File: config.mk
export PLATFORM = sky130hd
export DESIGN_NAME = rgb_led_effect_sequencer
export DESIGN_NICKNAME = d
export VERILOG_FILES = /design/src/design/rles_pkg.sv /design/src/design/rgb_led_effect_sequencer.sv
export SDC_FILE = /design/constraint.sdc
export NUM_CORES = 1
export LEC_CHECK = 0
export BUFFER_PORTS_ARGS = -buffer_cell sky130_fd_sc_hd__buf_2
export CORE_MARGIN = 2
export CORE_UTILIZATION = 25
export CTS_CLUSTER_SIZE = 25
export DETAILED_ROUTE_END_ITERATION = 16
export GPL_ROUTABILITY_DRIVEN = 0
export PLACE_DENSITY = 0.48
export SETUP_SLACK_MARGIN = 0.05
export SLEW_MARGIN = 20
export SYNTH_ARGS = -nofsm -noshare
export SYNTH_HDL_FRONTEND = slang
export SYNTH_SLANG_ARGS = --single-unit
File: constraint.sdc
create_clock -name clk_i -period 5.1 [get_ports clk_i]
set_input_delay 0.51 -clock clk_i [delete_from_list [all_inputs] [get_ports clk_i]]
set_output_delay 0.51 -clock clk_i [all_outputs]
set_load 0.01 [all_outputs]
File: src/design/rles_pkg.sv
`default_nettype none
package rles_pkg;

  localparam int unsigned LevelW  = 7;
  localparam int unsigned PeriodW = 10;
  localparam int unsigned TimerW  = 16;
  localparam int unsigned ModeW   = 3;
  localparam int unsigned PhaseW  = 3;
  localparam int unsigned OpW     = 3;
  localparam int unsigned CfgIdxW = 3;
  localparam int unsigned CfgW    = 16;
  localparam int unsigned InDataW = 8;
  localparam int unsigned OutDataW = 32;

  // register reset values
  localparam logic [LevelW-1:0]  BreatheMaxRst  = 7'd80;
  localparam logic [LevelW-1:0]  BreatheMinRst  = 7'd5;
  localparam logic [LevelW-1:0]  OpenLevelRst   = 7'd65;
  localparam logic [PeriodW-1:0] FastPeriodRst  = 10'd20;
  localparam logic [PeriodW-1:0] SlowPeriodRst  = 10'd500;
  localparam logic [TimerW-1:0]  MenuTimeoutRst = 16'd10000;

  // effect modes
  localparam logic [ModeW-1:0] ModeWhite = 3'd0;
  localparam logic [ModeW-1:0] ModeRed   = 3'd1;
  localparam logic [ModeW-1:0] ModeGreen = 3'd2;
  localparam logic [ModeW-1:0] ModeBlue  = 3'd3;
  localparam logic [ModeW-1:0] ModeFlow  = 3'd4;
  localparam logic [ModeW-1:0] ModeCycle = 3'd5;
  localparam logic [ModeW-1:0] ModeOff   = 3'd6;
  localparam logic [ModeW-1:0] ModeKeep  = 3'd7;

  // flow and cycle phases with special handling
  localparam logic [PhaseW-1:0] PhaseLastFlow  = 3'd3;
  localparam logic [PhaseW-1:0] PhaseLastCycle = 3'd6;
  localparam logic [PhaseW-1:0] PhaseDark      = 3'd7;

  typedef enum logic [OpW-1:0] {
    OP_TICK       = 3'd0,
    OP_SET_MODE   = 3'd1,
    OP_NEXT_MODE  = 3'd2,
    OP_MENU_ENTER = 3'd3,
    OP_MENU_EXIT  = 3'd4
  } op_e;

  typedef enum logic [CfgIdxW-1:0] {
    REG_BREATHE_MAX  = 3'd0,
    REG_BREATHE_MIN  = 3'd1,
    REG_OPEN_LEVEL   = 3'd2,
    REG_FAST_PERIOD  = 3'd3,
    REG_SLOW_PERIOD  = 3'd4,
    REG_MENU_TIMEOUT = 3'd5
  } reg_idx_e;

endpackage
`default_nettype wire

File: src/design/rgb_led_effect_sequencer.sv
// Each result beat is registered and shows on the master side the cycle after its input beat.
// Throughput: one event per cycle; the state registers double as the result
// register, and a new beat is taken whenever that result is free or taken.
// Reset (rst_ni low, asynchronous): white breathing, levels at the breathe_min
// reset value, duties and menu timer zero, registers at their reset values.
`default_nettype none
module rgb_led_effect_sequencer
  import rles_pkg::*;
(
  input  wire logic                clk_i,
  input  wire logic                rst_ni,
  // configuration write channel
  input  wire logic                cfg_valid_i,
  output logic                     cfg_ready_o,
  input  wire logic [CfgIdxW-1:0]  cfg_index_i,
  input  wire logic [CfgW-1:0]     cfg_data_i,
  // event stream
  input  wire logic                s_axis_tvalid,
  output logic                     s_axis_tready,
  input  wire logic [InDataW-1:0]  s_axis_tdata,  // [2:0] new_mode, rest zero
  input  wire logic [OpW-1:0]      s_axis_tuser,  // [2:0] op
  // result stream
  output logic                     m_axis_tvalid,
  input  wire logic                m_axis_tready,
  output logic [OutDataW-1:0]      m_axis_tdata   // [6:0] red_duty, [13:7] green_duty,
                                                  // [20:14] blue_duty, [23:21] mode_now,
                                                  // [24] menu_open, rest zero
);

  logic [LevelW-1:0]  breathe_max_q, breathe_min_q, open_level_q;
  logic [PeriodW-1:0] fast_period_q, slow_period_q;
  logic [TimerW-1:0]  menu_timeout_q;

  logic [ModeW-1:0]   mode_q, mode_d;
  logic [LevelW-1:0]  red_q, red_d, green_q, green_d, blue_q, blue_d;
  logic               rising_q, rising_d;
  logic [PeriodW-1:0] tick_q, tick_d;
  logic [PhaseW-1:0]  phase_q, phase_d;
  logic [TimerW-1:0]  timer_q, timer_d;
  logic [LevelW-1:0]  drv_r_q, drv_r_d, drv_g_q, drv_g_d, drv_b_q, drv_b_d;
  logic               menu_open_q;
  logic               out_valid_q;

  logic               s_accept;
  logic [ModeW-1:0]   req_mode;
  logic               enter;
  logic [PeriodW-1:0] period;
  logic [PeriodW:0]   tick_inc;
  logic               step;
  logic [PhaseW-1:0]  fp;
  logic [LevelW-1:0]  lvl;

  assign cfg_ready_o   = 1'b1;
  assign s_axis_tready = !out_valid_q || m_axis_tready;
  assign s_accept      = s_axis_tvalid && s_axis_tready;
  assign req_mode      = s_axis_tdata[ModeW-1:0];

  assign m_axis_tvalid = out_valid_q;
  assign m_axis_tdata  = {7'd0, menu_open_q, mode_q, drv_b_q, drv_g_q, drv_r_q};

  always_comb begin
    mode_d   = mode_q;
    red_d    = red_q;
    green_d  = green_q;
    blue_d   = blue_q;
    rising_d = rising_q;
    tick_d   = tick_q;
    phase_d  = phase_q;
    timer_d  = timer_q;
    drv_r_d  = drv_r_q;
    drv_g_d  = drv_g_q;
    drv_b_d  = drv_b_q;
    enter    = 1'b0;
    period   = (mode_q <= ModeFlow) ? fast_period_q : slow_period_q;
    tick_inc = {1'b0, tick_q} + {{PeriodW{1'b0}}, 1'b1};
    step     = tick_inc > {1'b0, period};
    fp       = (phase_q > PhaseLastFlow) ? '0 : phase_q;
    lvl      = red_q;

    case (s_axis_tuser)
      OP_TICK: begin
        if (timer_q != '0) timer_d = timer_q - TimerW'(1);
        if (mode_q <= ModeCycle) begin
          tick_d = step ? '0 : tick_inc[PeriodW-1:0];
          if (step) begin
            if (mode_q < ModeFlow) begin
              if (rising_q) begin
                if ({1'b0, red_q} + 8'd1 > {1'b0, breathe_max_q}) begin
                  rising_d = 1'b0;
                  lvl      = breathe_max_q;
                end else begin
                  lvl = red_q + LevelW'(1);
                end
              end else begin
                if (red_q == '0 || (red_q - LevelW'(1)) < breathe_min_q) begin
                  rising_d = 1'b1;
                  lvl      = breathe_min_q;
                end else begin
                  lvl = red_q - LevelW'(1);
                end
              end
              red_d   = lvl;
              drv_r_d = (mode_q == ModeWhite || mode_q == ModeRed)   ? lvl : '0;
              drv_g_d = (mode_q == ModeWhite || mode_q == ModeGreen) ? lvl : '0;
              drv_b_d = (mode_q == ModeWhite || mode_q == ModeBlue)  ? lvl : '0;
            end else if (mode_q == ModeFlow) begin
              // out-of-range phase restarts at phase 0
              phase_d = fp;
              case (fp)
                3'd0: begin
                  red_d = open_level_q;
                  if (green_q != '0)     green_d = green_q - LevelW'(1);
                  else if (blue_q != '0) blue_d  = blue_q - LevelW'(1);
                  else                   phase_d = 3'd1;
                end
                3'd1: begin
                  if (green_q < open_level_q) green_d = green_q + LevelW'(1);
                  else if (red_q != '0)       red_d   = red_q - LevelW'(1);
                  else                        phase_d = 3'd2;
                end
                3'd2: begin
                  if (blue_q < open_level_q) blue_d  = blue_q + LevelW'(1);
                  else if (green_q != '0)    green_d = green_q - LevelW'(1);
                  else                       phase_d = 3'd3;
                end
                default: begin
                  if (green_q < open_level_q)    green_d = green_q + LevelW'(1);
                  else if (red_q < open_level_q) red_d   = red_q + LevelW'(1);
                  else                           phase_d = 3'd0;
                end
              endcase
              drv_r_d = red_d;
              drv_g_d = green_d;
              drv_b_d = blue_d;
            end else begin
              red_d   = (phase_q == 3'd0 || phase_q == 3'd3 || phase_q == 3'd4 ||
                         phase_q == 3'd6) ? open_level_q : '0;
              green_d = (phase_q == 3'd1 || phase_q == 3'd3 || phase_q == 3'd5 ||
                         phase_q == 3'd6) ? open_level_q : '0;
              blue_d  = (phase_q == 3'd2 || phase_q == 3'd4 || phase_q == 3'd5 ||
                         phase_q == 3'd6) ? open_level_q : '0;
              drv_r_d = red_d;
              drv_g_d = green_d;
              drv_b_d = blue_d;
              if (phase_q == PhaseLastCycle) phase_d = '0;
              else if (phase_q == PhaseDark) phase_d = 3'd1;
              else                           phase_d = phase_q + PhaseW'(1);
            end
          end
        end
      end
      OP_SET_MODE: begin
        if (req_mode != ModeKeep) mode_d = req_mode;
        enter = 1'b1;
      end
      OP_NEXT_MODE: begin
        mode_d  = (mode_q >= ModeOff) ? ModeWhite : mode_q + ModeW'(1);
        timer_d = menu_timeout_q;
        tick_d  = '0;
        enter   = 1'b1;
      end
      OP_MENU_ENTER: timer_d = menu_timeout_q;
      OP_MENU_EXIT:  timer_d = '0;
      default: ;
    endcase

    // entry action of the (possibly unchanged) mode
    if (enter) begin
      if (mode_d < ModeFlow) begin
        red_d    = breathe_min_q;
        green_d  = breathe_min_q;
        blue_d   = breathe_min_q;
        rising_d = 1'b1;
        drv_r_d  = breathe_min_q;
        drv_g_d  = breathe_min_q;
        drv_b_d  = breathe_min_q;
      end else if (mode_d == ModeFlow) begin
        phase_d  = '0;
        rising_d = 1'b1;
        red_d    = open_level_q;
        green_d  = open_level_q;
        blue_d   = open_level_q;
        drv_r_d  = open_level_q;
        drv_g_d  = open_level_q;
        drv_b_d  = open_level_q;
      end else begin
        if (mode_d == ModeCycle) phase_d = '0;
        drv_r_d = '0;
        drv_g_d = '0;
        drv_b_d = '0;
      end
    end
  end

  always_ff @(posedge clk_i or negedge rst_ni) begin
    if (!rst_ni) begin
      breathe_max_q  <= BreatheMaxRst;
      breathe_min_q  <= BreatheMinRst;
      open_level_q   <= OpenLevelRst;
      fast_period_q  <= FastPeriodRst;
      slow_period_q  <= SlowPeriodRst;
      menu_timeout_q <= MenuTimeoutRst;
    end else if (cfg_valid_i) begin
      case (cfg_index_i)
        REG_BREATHE_MAX:  breathe_max_q  <= cfg_data_i[LevelW-1:0];
        REG_BREATHE_MIN:  breathe_min_q  <= cfg_data_i[LevelW-1:0];
        REG_OPEN_LEVEL:   open_level_q   <= cfg_data_i[LevelW-1:0];
        REG_FAST_PERIOD:  fast_period_q  <= cfg_data_i[PeriodW-1:0];
        REG_SLOW_PERIOD:  slow_period_q  <= cfg_data_i[PeriodW-1:0];
        REG_MENU_TIMEOUT: menu_timeout_q <= cfg_data_i[TimerW-1:0];
        default: ;
      endcase
    end
  end

  always_ff @(posedge clk_i or negedge rst_ni) begin
    if (!rst_ni) begin
      mode_q      <= ModeWhite;
      red_q       <= BreatheMinRst;
      green_q     <= BreatheMinRst;
      blue_q      <= BreatheMinRst;
      rising_q    <= 1'b1;
      tick_q      <= '0;
      phase_q     <= '0;
      timer_q     <= '0;
      drv_r_q     <= '0;
      drv_g_q     <= '0;
      drv_b_q     <= '0;
      menu_open_q <= 1'b0;
      out_valid_q <= 1'b0;
    end else begin
      if (s_accept) begin
        mode_q      <= mode_d;
        red_q       <= red_d;
        green_q     <= green_d;
        blue_q      <= blue_d;
        rising_q    <= rising_d;
        tick_q      <= tick_d;
        phase_q     <= phase_d;
        timer_q     <= timer_d;
        drv_r_q     <= drv_r_d;
        drv_g_q     <= drv_g_d;
        drv_b_q     <= drv_b_d;
        menu_open_q <= timer_d != '0;
        out_valid_q <= 1'b1;
      end else if (m_axis_tready) begin
        // drop the result once its beat is taken
        out_valid_q <= 1'b0;
      end
    end
  end

  a_accept_gives_result: assert property (@(posedge clk_i) disable iff (!rst_ni)
    s_accept |=> m_axis_tvalid)
    else $error("accepted event produced no result");

  a_next_arms_menu: assert property (@(posedge clk_i) disable iff (!rst_ni)
    (s_accept && s_axis_tuser == OP_NEXT_MODE)
      |=> (menu_open_q == ($past(menu_timeout_q) != '0)))
    else $error("next-mode did not arm the menu timer");

  a_off_is_dark: assert property (@(posedge clk_i) disable iff (!rst_ni)
    (m_axis_tvalid && mode_q == ModeOff)
      |-> (drv_r_q == '0 && drv_g_q == '0 && drv_b_q == '0))
    else $error("off mode drives a nonzero duty");

  a_mode_legal: assert property (@(posedge clk_i) disable iff (!rst_ni)
    mode_q != ModeKeep)
    else $error("effect mode reached the keep code");

endmodule
`default_nettype wire
==> results of run 1 <==
-- final cells by class --
| cell class | instances | area [sq um] |
|---|---|---|
| repair buffers | 76 | 439 |
| fillers | 4433 | 29900 |
| flip-flops and latches | 134 | 3390 |
| clock inverters | 10 | 144 |
| multi-input cells | 978 | 6610 |
| well taps | 539 | 674 |
| clock buffers | 22 | 464 |
| inverters | 41 | 154 |
-- power by group through the flow --
stage	logic, uW	clock network (uW)	registers, uW
finish	2970	1310	1870
global route	3250	1380	1910
CTS	2930	1330	1860
detailed placement	2910	0	1880
global placement	2900	0	1870
floorplan	2180	0	1600
-- synth_stat cells, types with 5 or more instances --
cell	instances	share of area, %
sky130_fd_sc_hd__o21ai_1	9	0.43
sky130_fd_sc_hd__a221oi_1	12	1.0
sky130_fd_sc_hd__mux2i_1	34	3.2
sky130_fd_sc_hd__buf_4	11	0.78
sky130_fd_sc_hd__buf_1	6	0.21
sky130_fd_sc_hd__or3_1	9	0.53
sky130_fd_sc_hd__o21a_1	7	0.50
sky130_fd_sc_hd__nand4_1	18	1.1
sky130_fd_sc_hd__ha_1	62	7.4
sky130_fd_sc_hd__and3_1	12	0.71
sky130_fd_sc_hd__o21ai_0	101	4.8
sky130_fd_sc_hd__nand2_1	148	5.3
sky130_fd_sc_hd__nor2_2	6	0.36
sky130_fd_sc_hd__a32oi_1	5	0.42
sky130_fd_sc_hd__and2_1	10	0.59
sky130_fd_sc_hd__a211oi_1	13	0.93
sky130_fd_sc_hd__a22oi_1	10	0.71
sky130_fd_sc_hd__inv_1	39	1.4
sky130_fd_sc_hd__nor2b_1	12	0.71
sky130_fd_sc_hd__dfrtp_1	108	26
sky130_fd_sc_hd__o31ai_1	8	0.57
sky130_fd_sc_hd__o211ai_1	6	0.43
sky130_fd_sc_hd__clkbuf_1	43	1.5
sky130_fd_sc_hd__buf_6	5	0.53
sky130_fd_sc_hd__a31oi_1	22	1.3
sky130_fd_sc_hd__nor3_1	27	1.3
sky130_fd_sc_hd__nand2b_1	15	0.89
sky130_fd_sc_hd__xor2_1	16	1.3
sky130_fd_sc_hd__dfstp_2	26	6.5
sky130_fd_sc_hd__a211o_1	8	0.66
sky130_fd_sc_hd__o22ai_1	17	1.0
sky130_fd_sc_hd__a2111oi_0	5	0.42
sky130_fd_sc_hd__nor4_1	7	0.42
sky130_fd_sc_hd__mux2_2	46	4.9
sky130_fd_sc_hd__nor2_1	82	2.9
sky130_fd_sc_hd__buf_2	12	0.57
sky130_fd_sc_hd__nor3b_1	6	0.43
sky130_fd_sc_hd__xnor2_1	16	1.3
sky130_fd_sc_hd__or4_1	5	0.36
sky130_fd_sc_hd__nand3_1	31	1.5
sky130_fd_sc_hd__a21oi_1	77	3.7
-- worst min path at each step --
stage	cells past startpoint	slack, ns	to
floorplan	0	0.21	blue_q[1]$_DFFE_PN0P_
global placement	1	0.38	menu_timeout_q[15]$_DFFE_PN0P_
detailed placement	1	0.38	menu_timeout_q[15]$_DFFE_PN0P_
finish	2	0.30	m_axis_tvalid$_DFFE_PN0P_
global route	2	0.31	menu_timeout_q[13]$_DFFE_PN1P_
CTS	2	0.29	m_axis_tvalid$_DFFE_PN0P_
-- layer usage --
| metal | share of wire (%) | vias to the layer above | track usage [%] | wire length (um) |
|---|---|---|---|---|
| met4 | 3.2 | 8 | 6.50 | 1210 |
| li1 | - | 4583 | - | - |
| met2 | 43 | 402 | 26.1 | 16400 |
| met1 | 47 | 4840 | 25.5 | 18200 |
| met3 | 6.5 | 80 | 2.26 | 2480 |
| met5 | 0.13 | - | 0 | 50 |
-- logic make-up after synthesis --
kind of cell	count (synthesis)	share of synthesized area, %
and+or+nand+nor	421	20.4
AOI/OAI and AO/OA	374	23.7
DFF	134	32.1
buffers and inverters	121	5.48
muxes	81	8.24
adders and majority gates	62	7.35
xor gates and xnor gates	32	2.66
other	2	0.0712
-- layout by cell type (no fill, tap or decap), types with 17 or more instances in the layout --
| master | count |
|---|---|
| sky130_fd_sc_hd__a21oi_1 | 77 |
| sky130_fd_sc_hd__a31oi_1 | 22 |
| sky130_fd_sc_hd__buf_2 | 55 |
| sky130_fd_sc_hd__buf_4 | 19 |
| sky130_fd_sc_hd__clkbuf_16 | 17 |
| sky130_fd_sc_hd__dfrtp_1 | 108 |
| sky130_fd_sc_hd__dfstp_2 | 26 |
| sky130_fd_sc_hd__ha_1 | 62 |
| sky130_fd_sc_hd__inv_1 | 39 |
| sky130_fd_sc_hd__mux2_2 | 46 |
| sky130_fd_sc_hd__mux2i_1 | 34 |
| sky130_fd_sc_hd__nand2_1 | 148 |
| sky130_fd_sc_hd__nand3_1 | 31 |
| sky130_fd_sc_hd__nand4_1 | 18 |
| sky130_fd_sc_hd__nor2_1 | 82 |
| sky130_fd_sc_hd__nor3_1 | 27 |
| sky130_fd_sc_hd__o21ai_0 | 101 |
| sky130_fd_sc_hd__o22ai_1 | 17 |
-- sequential cells by signal (all words and copies together), names as in the netlist, 10 cells and up --
register        count
menu_timeout_q     16
slow_period_q      10
fast_period_q      10
tick_q             10
timer_q            16
-- repair_timing --
action,CTS,global route
endpoints found under the hold margin,19,0
hold buffers,1,0
buffers inserted,0,0
-- through the flow --
step	std cells	power, uW	worst slack (ns)	hold WS [ns]
5_1_grt	1800	6540	0.386	0.306
2_1_floorplan	1233	3780	1.17	0.214
3_3_place_gp	1767	4780	0.712	0.375
6_report	1800	6150	0.614	0.304
3_5_place_dp	1767	4790	0.746	0.379
4_1_cts	1800	6120	0.737	0.292
==> results.txt, run 1 <==
The data arrival time at the worst-slack endpoint came out at 4.77 ns. The min-delay analysis places its worst path in the category input pin to flip-flop. 0 antenna diodes ended up in the layout.

The total CTS buffers is 17. The startpoint identified for the worst hold timing path is s_axis_tvalid. The relative area change from synthesis to final layout is 12.5%. Of the cells placed in the final design, the portion with a size suffix greater than 1 is around 17%. The net load switching power came out at ~2900 uW. The initial antenna violation count is 4. The number of buffers and inverters on the critical path is 2. The hold violation total from the final report came out at 0. The proportion of power drawn by combinational gates is slightly below 50%. The total negative setup slack came out at 0 ns. The number of port buffers came out at 56. Counting flops and latches in the post-synthesis netlist gives approximately 130.

The slowest stage of the critical path is the sky130_fd_sc_hd__a21oi_1 cell. The worst register-to-register path begins at mode_q[0]$_DFFE_PN0P_. The area after detailed placement came out at about 11000 sq um. The deepest level of the CTS H-tree is 4. The clock tree from TritonCTS is done. The clock network power share is approximately a fifth. For this block, the via count after detailed routing is 9913. The timing endpoint of the critical path is drv_r_q[6]$_DFFE_PN0P_.

The cell area after layout came out at roughly 12000 sq um. The number of vias per cell after detailed routing is about 5.5. The number of violations reported at the end of detailed-routing iteration 0 is approximately 1000. The floorplan die height came out at ~210 um. The via count of the first global-routing pass is approximately 9400.

The worst setup path startpoint is mode_q[0]$_DFFE_PN0P_. The clock net in this run drives a total of 134 sinks. The I/O pin count is 70. The die covers 43900 sq um.

The overall routed net length is about 38000 um. On the final layout, the worst clock skew is about 0.013 ns. The synthesized netlist occupies a cell area of 10500 sq um. At the worst endpoint, the required time is about 5.4 ns. The path length in cells of the critical path is 14. The final global-route overflow total is 0. Traced cell by cell, the critical path runs through inv_1, ha_1, nand2b_1, mux2i_1, ha_1, nand4_1, a21oi_1, o311a_1, o21ai_1, a21oi_1, buf_4, nand2_1, o21ai_0, o221ai_1.

Setup repair after global routing left no endpoint under its margin. The type of destination of the critical path is a flip-flop. The transition time at the pin with the least slew margin came out at between 1 and 1.5 ns.

The cell class contributing the biggest share of worst-path delay is compound AO/OA/AOI/OAI gates. The core region area is about 42000 sq um. Measured on the finished design, the core utilization comes to 28.4%. The effective utilization at floorplan is about a quarter. The switching fraction of total power came out at between 40 and 50%. Across all register-to-register paths, the minimum setup slack is just over 0.6 ns.

The number of cells on the worst reg-to-reg path came out at 14. The number of synthesized flops with an enable pin came out at 0. The cell-internal power is between 3000 and 4000 uW. The flow ran to the end, and the final reports show no timing, DRC or antenna violations. The post-synthesis sequential area ratio is between 30% and 40%. The number of different library cells in the post-synthesis netlist is 102. CTS placed an instance of sky130_fd_sc_hd__clkbuf_16 at the clock tree root. The count of nets after finishing is around 1300.

Along the worst path, the maximum fanout reaches 13. STA classifies the critical path startpoint as a flip-flop. The half-perimeter wire length after detailed placement is 28400 um.

The part of the power in registers came out at 30.4%. No sink is reached through more buffers than the 2 on the longest clock path. The shortest period the worst path allows came out at between 4 and 5 ns. The ratio of total power to cell area is approximately 520 nW/um^2.

The standard-cell row count came out at 75. The peak ir drop on the vdd network is about 0.0003 V. The number of setup violations in the final report came out at 0. The remaining design rule violation count is 0.

The latest clock arrival within the worst-skew pair is roughly 0.43 ns. The number of slew-limit violations in the final report is 0. On the worst path, the slowest cell contributes a delay of around 0.87 ns. In this run the critical register-to-register path is captured at drv_r_q[6]$_DFFE_PN0P_.

Counting flops with an async set or reset pin after synthesis yields a share of 100%. Synthesis produced between 1000 and 1500 cells. The relative slew slack is a little over a quarter.

The leakage power is between 0.004 and 0.005 uW. The wire length per cell after detailed routing came out at roughly 21 um. The maximum number of pins on one net before global-route repair is 59. The wire length of the first global-routing pass is a little under 60000 um. The maximum clock frequency is 0.223 GHz.

In this run the remaining antenna-violating nets after routing total 0. The critical path is of the flip-flop to flip-flop type. The post-cts gate resize count came out at 0.

The total iterations of the first detailed-routing run is 5. The most used flip-flop cell after synthesis is sky130_fd_sc_hd__dfrtp_1. Clock-pin slew was measured on the worst setup and hold paths at about 0.060 ns.

The yosys synthesis warning count is 0. The final clock period utilization by the worst path came out at roughly 90%. In the global route stage, overall resource usage came out at between 10% and 20%.

The synthesized area divided by synthesized cell count is around 8.6 sq um. The count of maximum capacitance violations came out at 0. Measured along the x axis, the die boundary spans 209 um.
(Power assumes the default switching activity.)
==> run 2, diff against run 1 <==
--- a/config.mk
+++ b/config.mk
@@ -5,8 +5,9 @@
 export SDC_FILE = /design/constraint.sdc
 export NUM_CORES = 1
 export LEC_CHECK = 0
+export ABC_AREA = 1
 export BUFFER_PORTS_ARGS = -buffer_cell sky130_fd_sc_hd__buf_2
-export CORE_MARGIN = 2
+export CORE_MARGIN = 3
 export CORE_UTILIZATION = 25
 export CTS_CLUSTER_SIZE = 25
 export DETAILED_ROUTE_END_ITERATION = 16
==> run 2 against run 1 <==
Net effect:
- clock skew up 0.0082 ns
- non-clock buffer count down 10
- count of clock-buffer cells in the layout down 3
- first-iteration DRC count down 19%
- area after synthesis up 2.3%
- sequential power down 5%
- critical path depth up 5
- critical endpoint is now phase_q[1]$_DFFE_PN0P_
==> results.txt, run 2 <==
The slowest cell on the critical path was sky130_fd_sc_hd__dfrtp_1 (was sky130_fd_sc_hd__a21oi_1). Registers with the highest flip-flop counts: menu_timeout_q (16), timer_q (16) (unchanged). The I/O pin count is 70 (unchanged). Ordered list of cells on the worst path: inv_1, ha_1, nor2_1, buf_4, inv_1, nand2_1, nand2_1, ha_1, nand2_1, nor4_1, nand3_1, nand2_2, nor2_4, buf_4, nand2_2, o21ai_0, nand2_1, nand3_1, o21ai_0 (was inv_1, ha_1, nand2b_1, mux2i_1, ha_1, nand4_1, a21oi_1, o311a_1, o21ai_1, a21oi_1, buf_4, nand2_1, o21ai_0, o221ai_1). The number of slew-limit violations in the final report came out at 0 (unchanged). The synthesized instance count is 1642 (was 1227).

The half-perimeter wire length after detailed placement came to 27700 um (was 28400 um). The cell area after layout came out at 12200 sq um (was 11900 sq um). The post-cts gate resize count is 0 (unchanged). By instance count, the cell type seen most on the critical path is sky130_fd_sc_hd__nand2_1. The data arrival time at the worst-slack endpoint is 4.33 ns (was 4.77 ns). The relative area change from synthesis to final layout was 12.6% (was 12.5%). The startpoint type of the worst setup path is a flip-flop (unchanged). The clock-pin slew on the worst setup and hold paths was 0.06 ns (about the same).

The number of violations reported at the end of detailed-routing iteration 0 came to 826 (was 1020). The largest family of logic cells by synthesized area was simple AND/OR/NAND/NOR gates (was compound AO/OA/AOI/OAI gates). The yosys synthesis warning count came out at 0 (unchanged). Highest-count cells in the layout ignoring fill and taps: sky130_fd_sc_hd__nand2_1, sky130_fd_sc_hd__nand3_1, sky130_fd_sc_hd__nor2_1 (was sky130_fd_sc_hd__nand2_1, sky130_fd_sc_hd__dfrtp_1, sky130_fd_sc_hd__o21ai_0).

The post-route antenna net violation count came to 0 (unchanged). The number of setup buffers added after CTS came out at 0 (unchanged). The net load switching power is 2950 uW (was 2860 uW). The wire length per cell after detailed routing came out at 16.6 um (was 21.3 um). The number of setup violations in the final report came out at 0 (unchanged). The xor-xnor portion of the synthesized cell area was 2.92% (was 2.66%). The total die area is 45700 sq um (was 43900 sq um). The transition time at the pin with the least slew margin came out at 1.05 ns (was 1.11 ns).

The largest clock skew in the final design is 0.0213 ns (was 0.0131 ns). The required time at the endpoint of the critical path was 5.44 ns (was 5.38 ns). The synthesized area divided by synthesized cell count is 6.57 sq um (was 8.60 sq um). The maximum single-stage delay on the critical path is 0.46 ns (was 0.87 ns). The area after detailed placement came out at 11600 sq um (was 11300 sq um).

The total CTS buffers is 17 (unchanged). The final global-route overflow total came out at 0 (unchanged). The switching fraction of total power is 48.5% (was 46.6%). The top flip-flop cell by instance count after synthesis is sky130_fd_sc_hd__dfrtp_1 (unchanged). The share of Yosys cell area claimed by the top area cell type is 25.0% (was 25.6%). The clock network power share is 20.9% (was 21.3%). The floorplan die height is 214 um (was 209 um). The number of synthesized flops with an enable pin came out at 0 (unchanged). The diode insertion count for antenna repair came out at 0 (unchanged). The multiplexer fraction of the synthesized cell area is 1.46% (was 8.24%). The number of buffers inserted for hold repair after clock tree synthesis came to 0 (was 1). The total global-route track usage came out at 16.5% (was 17.4%). The post-synthesis sequential area ratio came out at 31.4% (was 32.1%). The fraction of the mapped netlist area in adder cells is 7.19% (was 7.35%). The clock tree from TritonCTS is done (unchanged).

The library cell occupying the most area in the post-synthesis netlist was sky130_fd_sc_hd__dfrtp_1 (unchanged). The count of nets after finishing is 1764 (was 1345). The synthesized-area fraction occupied by ao, oa, aoi and oai cells is 10.9% (was 23.7%). The remaining design rule violation count came to 0 (unchanged). The smallest hold slack is 0.158 ns (was 0.304 ns). The synthesis-stage register bit count is 134 (unchanged). The initial antenna violation count came out at 0 (was 4).

The number of sinks on the clock net came out at 134 (unchanged). The area share of and/or/nand/nor cells after synthesis is 37.6% (was 20.4%). The deepest level of the CTS H-tree is 4 (unchanged). The peak ir drop on the vdd network is 0.000176 V (was 0.000306 V). The kind of path behind the tightest hold check is input pin to asynchronous set/reset pin (was input pin to flip-flop). The shortest period the worst path allows is 4.00 ns (was 4.49 ns).

The total negative setup slack came out at 0 ns (unchanged). The largest driver fanout on the critical path came out at 20 (was 13). The effective utilization at floorplan was 25.5% (was 25.3%).

Cell types with the largest area share after synthesis: sky130_fd_sc_hd__dfrtp_1, sky130_fd_sc_hd__nand2_1, sky130_fd_sc_hd__nand3_1 (was sky130_fd_sc_hd__dfrtp_1, sky130_fd_sc_hd__ha_1, sky130_fd_sc_hd__dfstp_2). The ratio of cells with drive above 1 in the final layout came out at 10.0% (was 17.0%). The most numerous cell in the Yosys netlist is sky130_fd_sc_hd__nand2_1 (unchanged). The maximum root-to-sink buffer count is 2 (unchanged).

The overall routed net length was 37400 um (was 38300 um). Result of the run: completed (unchanged). The number of port buffers came to 56 (unchanged). RSZ-0062 raised after global routing: no (unchanged). The type of destination of the critical path is a flip-flop (unchanged).

The total chip power is 6090 uW (was 6150 uW). The proportion of power drawn by combinational gates was 50.0% (was 48.3%). The cell-internal power came to 3140 uW (was 3290 uW). The async set-or-reset flop fraction in the synthesized netlist came out at 100% (unchanged).

The leading cell type in the layout, fill and taps excluded is sky130_fd_sc_hd__nand2_1 (unchanged). The hold violation total from the final report is 0 (unchanged). The number of vias per cell after detailed routing is 4.88 (was 5.51).

The fill cell total of the finished layout is 4759 (was 4433). The final clock period utilization by the worst path came out at 78.4% (was 88.0%). The via count came out at 11000 (was 9913).

The overall die width came out at 214 um (was 209 um). The fraction of the core area covered by cells at the end of the flow is 28.7% (was 28.4%). The classification of the worst setup path was flip-flop to flip-flop (unchanged). The core region area is 42300 sq um (was 41800 sq um). The count of maximum capacitance violations is 0 (unchanged).

The relative slew slack came to 30.1% (was 26.3%). The worst setup path startpoint is mode_q[1]$_DFFE_PN0P_ (was mode_q[0]$_DFFE_PN0P_). The leakage power came out at 0.00602 uW (was 0.00487 uW). The via count of the first global-routing pass is 10500 (was 9396). The maximum number of pins on one net before global-route repair came out at 87 (was 59). The maximum clock frequency came to 0.250 GHz (was 0.223 GHz). The standard-cell row count came out at 75 (unchanged). The ratio of total power to cell area is 501 nW/um^2 (was 518 nW/um^2).

Synth cell count leaders: sky130_fd_sc_hd__nand2_1, sky130_fd_sc_hd__nand3_1, sky130_fd_sc_hd__nor2_1 (was sky130_fd_sc_hd__nand2_1, sky130_fd_sc_hd__dfrtp_1, sky130_fd_sc_hd__o21ai_0). The wire length of the first global-routing pass came to 59000 um (about the same). The reg-to-reg critical path startpoint is mode_q[1]$_DFFE_PN0P_ (was mode_q[0]$_DFFE_PN0P_). The part of the power in registers came out at 29.1% (was 30.4%). The total iterations of the first detailed-routing run is 5 (unchanged). The root cell of the clock tree is sky130_fd_sc_hd__clkbuf_16 (unchanged). The latest clock arrival within the worst-skew pair is 0.44 ns (was 0.43 ns). The total standard cell area after synthesis was 10800 sq um (was 10500 sq um). The number of different library cells in the post-synthesis netlist came to 48 (was 102).
[run 2: changes by cell type in the layout (fill, tap and decap cells not counted), moves of 25 or more]
cell / before / now
sky130_fd_sc_hd__nor2_1: 82 / 147
sky130_fd_sc_hd__nand3_1: 31 / 218
sky130_fd_sc_hd__inv_1: 39 / 144
sky130_fd_sc_hd__nand2_1: 148 / 533
sky130_fd_sc_hd__mux2i_1: 34 / 9
sky130_fd_sc_hd__mux2_2: 46 / 6
[run 2: critical path: cells and delay by family, from the launching register on]
kind / cells / cell delay (ns)
buffers and inverters: 4 / 0.90
and+or+nand+nor: 11 / 1.79
adders and majority gates: 2 / 0.51
AOI/OAI and AO/OA: 2 / 0.24
DFF: 1 / 0.46
[run 2: worst paths after layout]
kind,end,slack (ns),cells past startpoint
setup / recovery,phase_q[1]$_DFFE_PN0P_,1.10,19
setup reg to reg,phase_q[1]$_DFFE_PN0P_,1.10,19
min in group clk_i,menu_timeout_q[14]$_DFFE_PN0P_,0.31,2
hold / removal,timer_q[8]$_DFFE_PN0P_,0.16,1
max in group asynchronous,m_axis_tvalid$_DFFE_PN0P_,3.75,2
hold reg to reg,slow_period_q[0]$_DFFE_PN0P_,0.49,2
[run 2: per-stage QoR]
step	setup WS (ns)	cells
2_1_floorplan	1.87	1648
3_3_place_gp	1.22	2225
3_5_place_dp	1.19	2225
4_1_cts	1.16	2257
5_1_grt	0.833	2257
6_report	1.10	2257
[run 2: final cells by class]
cell class / count / area (sq um) / share of cell area, %
Clock inverter: 13 / 145 / 1.19
Inverter: 158 / 594 / 4.89
Clock buffer: 19 / 443 / 3.64
Sequential cell: 134 / 3390 / 27.8
Timing Repair Buffer: 66 / 362 / 2.97
Tap cell: 577 / 722 / 5.94
Multi-Input combinational cell: 1290 / 6510 / 53.5
[run 2: power groups by stage]
| stage | Clock, uW | Combinational, uW | Sequential (uW) |
|---|---|---|---|
| after CTS | 1300 | 3040 | 1770 |
| after floorplan | 0 | 2190 | 1650 |
| after global routing | 1340 | 3480 | 1820 |
| after detailed placement | 0 | 3030 | 1780 |
| final | 1270 | 3050 | 1770 |
| after global placement | 0 | 2990 | 1780 |
[run 2: routing by layer]
layer  share of wire [%]  global-route usage (%)
met4                 2.6                    5.06
met5                   0                       0
met1                  44                    21.9
met3                 6.3                    2.79
met2                  47                    27.5
[run 2: kinds of logic (layout without fill, tap and decap cells)]
logic type	count (synthesis)	after routing
compound gates	212	212
xor+xnor	36	36
fa+ha+maj	62	62
buf+inv	224	256
flops	134	134
mux	15	15
other cells	2	8
simple gates	957	957
==> run 3, diff against run 2 <==
--- a/config.mk
+++ b/config.mk
@@ -5,7 +5,7 @@
 export SDC_FILE = /design/constraint.sdc
 export NUM_CORES = 1
 export LEC_CHECK = 0
-export ABC_AREA = 1
+export ABC_AREA = 0
 export BUFFER_PORTS_ARGS = -buffer_cell sky130_fd_sc_hd__buf_2
 export CORE_MARGIN = 3
 export CORE_UTILIZATION = 25
==> constraint.sdc (replaced) <==
create_clock -name clk_i -period 3.7 [get_ports clk_i]
set_input_delay 0.37 -clock clk_i [delete_from_list [all_inputs] [get_ports clk_i]]
set_output_delay 0.37 -clock clk_i [all_outputs]
set_load 0.01 [all_outputs]
==> run 3 against run 2 <==
Net effect:
- clock power rose by 53%
- sequential share of layout area fell by 0.91 points
- via count shrank 8.1%
- critical path type unchanged
- largest power group unchanged
==> results.txt, run 3 (synthesized netlist as in run 1, its figures left out) <==
The fraction of the core area covered by cells at the end of the flow is 30.4% (was 28.7%). The detailed-routed wire length on met3 came out at 2300 um (was 2340 um). The fill cell total of the finished layout is 4416 (was 4759). The relative area change from synthesis to final layout came to 19.2% (was 12.6%). The hold violation total from the final report came out at 0 (unchanged). The clock tree from TritonCTS is done (unchanged). The top routing layer in use is met5 (was met4). The switching fraction of total power is 45.4% (was 48.5%). The relative slew slack was 33.7% (was 30.1%).

The core region area is 41300 sq um (was 42300 sq um). The count of nets after finishing came out at 1415 (was 1764). The total CTS buffers is 17 (unchanged). The floorplan die height was 211 um (was 214 um). The number of setup violations in the final report came to 0 (unchanged).

The number of buffers and inverters on the critical path is 1 (was 4). The largest clock skew in the final design was 0.0186 ns (was 0.0213 ns). The maximum clock frequency is 0.283 GHz (was 0.250 GHz).

The half-perimeter wire length after detailed placement is 30200 um (was 27700 um). The effective utilization at floorplan is 25.5% (about the same). The cell class contributing the biggest share of worst-path delay is compound AO/OA/AOI/OAI gates (was simple AND/OR/NAND/NOR gates). The count of maximum capacitance violations came out at 0 (unchanged).

The classification of the worst setup path is flip-flop to flip-flop (unchanged). The shortest period the worst path allows came out at 3.54 ns (was 4.00 ns). Ordered list of cells on the worst path: inv_1, ha_1, or3b_1, nor3_2, nand2b_1, nand2_1, ha_1, o2111a_1, a21oi_2, nor2_4, o32ai_1, a21oi_2, a2111oi_2, nor2_1 (was inv_1, ha_1, nor2_1, buf_4, inv_1, nand2_1, nand2_1, ha_1, nand2_1, nor4_1, nand3_1, nand2_2, nor2_4, buf_4, nand2_2, o21ai_0, nand2_1, nand3_1, o21ai_0). The total global-route track usage is 17.6% (was 16.5%). Highest-count cells in the layout ignoring fill and taps: sky130_fd_sc_hd__nand2_1, sky130_fd_sc_hd__dfrtp_1, sky130_fd_sc_hd__o21ai_0 (was sky130_fd_sc_hd__nand2_1, sky130_fd_sc_hd__nand3_1, sky130_fd_sc_hd__nor2_1). The worst setup slack after layout came to 0.163 ns (was 1.10 ns). The via count is 10100 (was 11000). The post-route antenna net violation count is 0 (unchanged).

The placement-stage worst setup slack came to -0.000934 ns (was 1.19 ns). The kind of path behind the tightest hold check is input pin to flip-flop (was input pin to asynchronous set/reset pin). The leading cell type in the layout, fill and taps excluded is sky130_fd_sc_hd__nand2_1 (unchanged). The maximum root-to-sink buffer count came out at 2 (unchanged). The type of destination of the critical path is a flip-flop (unchanged). The clock network power share is 21.2% (was 20.9%). The latest clock arrival within the worst-skew pair came out at 0.44 ns (about the same).

Result of the run: completed (unchanged). The cell-internal power came out at 4990 uW (was 3140 uW). The wire length the detailed router placed on met1 is 19000 um (was 16600 um). The leakage power was 0.00524 uW (was 0.00602 uW). The maximum single-stage delay on the critical path came out at 0.47 ns (was 0.46 ns). The number of sinks on the clock net came to 134 (unchanged). The largest driver fanout on the critical path was 9 (was 20). The number of vias per cell after detailed routing came to 5.43 (was 4.88).

The number of slew-limit violations in the final report is 0 (unchanged). The overall die width is 211 um (was 214 um). The clock-pin slew on the worst setup and hold paths came out at 0.06 ns (about the same). The deepest level of the CTS H-tree came out at 4 (unchanged). The transition time at the pin with the least slew margin is 0.990 ns (was 1.05 ns). The part of the power in registers came out at 26.9% (was 29.1%).

The data arrival time at the worst-slack endpoint came out at 3.84 ns (was 4.33 ns). The diode insertion count for antenna repair came out at 0 (unchanged). The standard-cell row count is 74 (was 75). The number of port buffers came to 56 (unchanged). The root cell of the clock tree was sky130_fd_sc_hd__clkbuf_16 (unchanged).

The required time at the endpoint of the critical path came out at 4.00 ns (was 5.44 ns). The ratio of total power to cell area is 728 nW/um^2 (was 501 nW/um^2). Registers with the highest flip-flop counts: menu_timeout_q (16), timer_q (16) (unchanged). The final global-route overflow total came to 0 (unchanged). The proportion of power drawn by combinational gates came to 51.9% (was 50.0%). The net load switching power is 4160 uW (was 2950 uW).

The wire length of the first global-routing pass came to 60400 um (was 59000 um). The total iterations of the first detailed-routing run came out at 6 (was 5). The peak ir drop on the vdd network came to 0.000383 V (was 0.000176 V). The ratio of cells with drive above 1 in the final layout came out at 22.8% (was 10.0%). The slowest cell on the critical path is sky130_fd_sc_hd__a2111oi_2 (was sky130_fd_sc_hd__dfrtp_1). The total die area came out at 44700 sq um (was 45700 sq um). The wire length per cell after detailed routing is 21.3 um (was 16.6 um). RSZ-0062 raised after global routing: yes (was no). The wire length on met2 came out at 17500 um (about the same). The initial antenna violation count is 1 (was 0).

The number of violations reported at the end of detailed-routing iteration 0 is 915 (was 826). The startpoint type of the worst setup path was a flip-flop (unchanged). The via count of the first global-routing pass is 9660 (was 10500). The overall routed net length came to 39800 um (was 37400 um). The maximum number of pins on one net before global-route repair is 80 (was 87). The final clock period utilization by the worst path is 95.6% (was 78.4%). The I/O pin count is 70 (unchanged).

The remaining design rule violation count is 0 (unchanged).
run 3: cell types whose count changed in the layout (fill, tap and decap cells not counted), sizes merged, moves of 16 or more:
cell,change
nor3,+19
inv,-113
nand3,-187
a211oi,+16
xor2,-18
nand2b,+16
nor2,-67
nand2,-391
o21ai,+16
buf,+79
a31oi,+20
mux2i,+25
mux2,+41
o22ai,+16
run 3: worst reg2reg max path, cell delays in order (launching register included):
cell	delay, ns
sky130_fd_sc_hd__dfstp_2	0.43
sky130_fd_sc_hd__inv_1	0.10
sky130_fd_sc_hd__ha_1	0.16
sky130_fd_sc_hd__or3b_1	0.38
sky130_fd_sc_hd__nor3_2	0.19
sky130_fd_sc_hd__nand2b_1	0.16
sky130_fd_sc_hd__nand2_1	0.08
sky130_fd_sc_hd__ha_1	0.31
sky130_fd_sc_hd__o2111a_1	0.26
sky130_fd_sc_hd__a21oi_2	0.21
sky130_fd_sc_hd__nor2_4	0.09
sky130_fd_sc_hd__o32ai_1	0.33
sky130_fd_sc_hd__a21oi_2	0.14
sky130_fd_sc_hd__a2111oi_2	0.47
sky130_fd_sc_hd__nor2_1	0.09
run 3: power by group through the flow:
stage / Combinational, uW / Clock, uW / Sequential [uW]
after floorplan: 3010 / 0 / 2200
after global placement: 4440 / 0 / 2470
after detailed placement: 4470 / 0 / 2460
after CTS: 4520 / 1970 / 2440
after global routing: 5160 / 2030 / 2510
final: 4750 / 1940 / 2460
run 3: metrics by stage:
stage / TNS [ns] / hold WS [ns] / std cells / cell area, sq um / power (uW)
final: 0 / 0.155 / 1863 / 12600 / 9150
after global routing: -0.248 / 0.163 / 1863 / 12600 / 9700
after CTS: 0 / 0.0290 / 1860 / 12500 / 8940
after detailed placement: -0.00112 / 0.489 / 1828 / 11800 / 6930
after global placement: 0 / 0.489 / 1828 / 11800 / 6910
after floorplan: 0 / 0.0744 / 1233 / 10600 / 5210
run 3: cell type report:
cell class | count | area, sq um | share of cell area (%)
Clock buffer | 19 | 433 | 3.44
Clock inverter | 13 | 216 | 1.72
Inverter | 41 | 154 | 1.22
Multi-Input combinational cell | 978 | 6710 | 53.4
Sequential cell | 134 | 3390 | 26.9
Tap cell | 532 | 666 | 5.30
Timing Repair Buffer | 146 | 1000 | 7.97
run 3: path summary, 6_finish.rpt:
path	from	endpoint	slack [ns]	cells after the start
min in group asynchronous	rst_ni	phase_q[2]$_DFFE_PN0P_	0.47	2
setup reg to reg	red_q[0]$_DFFE_PN1P_	drv_g_q[0]$_DFFE_PN0P_	0.16	14
setup / recovery	red_q[0]$_DFFE_PN1P_	drv_g_q[0]$_DFFE_PN0P_	0.16	14
hold reg to reg	menu_open_q$_DFFE_PN0P_	menu_open_q$_DFFE_PN0P_	0.50	1
hold / removal	s_axis_tvalid	m_axis_tvalid$_DFFE_PN0P_	0.16	2
max in group asynchronous	rst_ni	fast_period_q[4]$_DFFE_PN1P_	2.18	3
run 3: repair_timing:
action | CTS | global route
gates resized for setup | 5 | 19
setup buffers | 0 | 2
cloned | 0 | 0
hold endpoints to repair | 0 | 3
endpoints found under the setup margin | 5 | 35
hold buffers | 0 | 1
run 3: routing by layer:
metal	track usage [%]	vias to the layer above
met5	0.539	-
met4	5.31	2
met3	2.71	49
met2	26.9	346
met1	25.5	4998
li1	-	4728
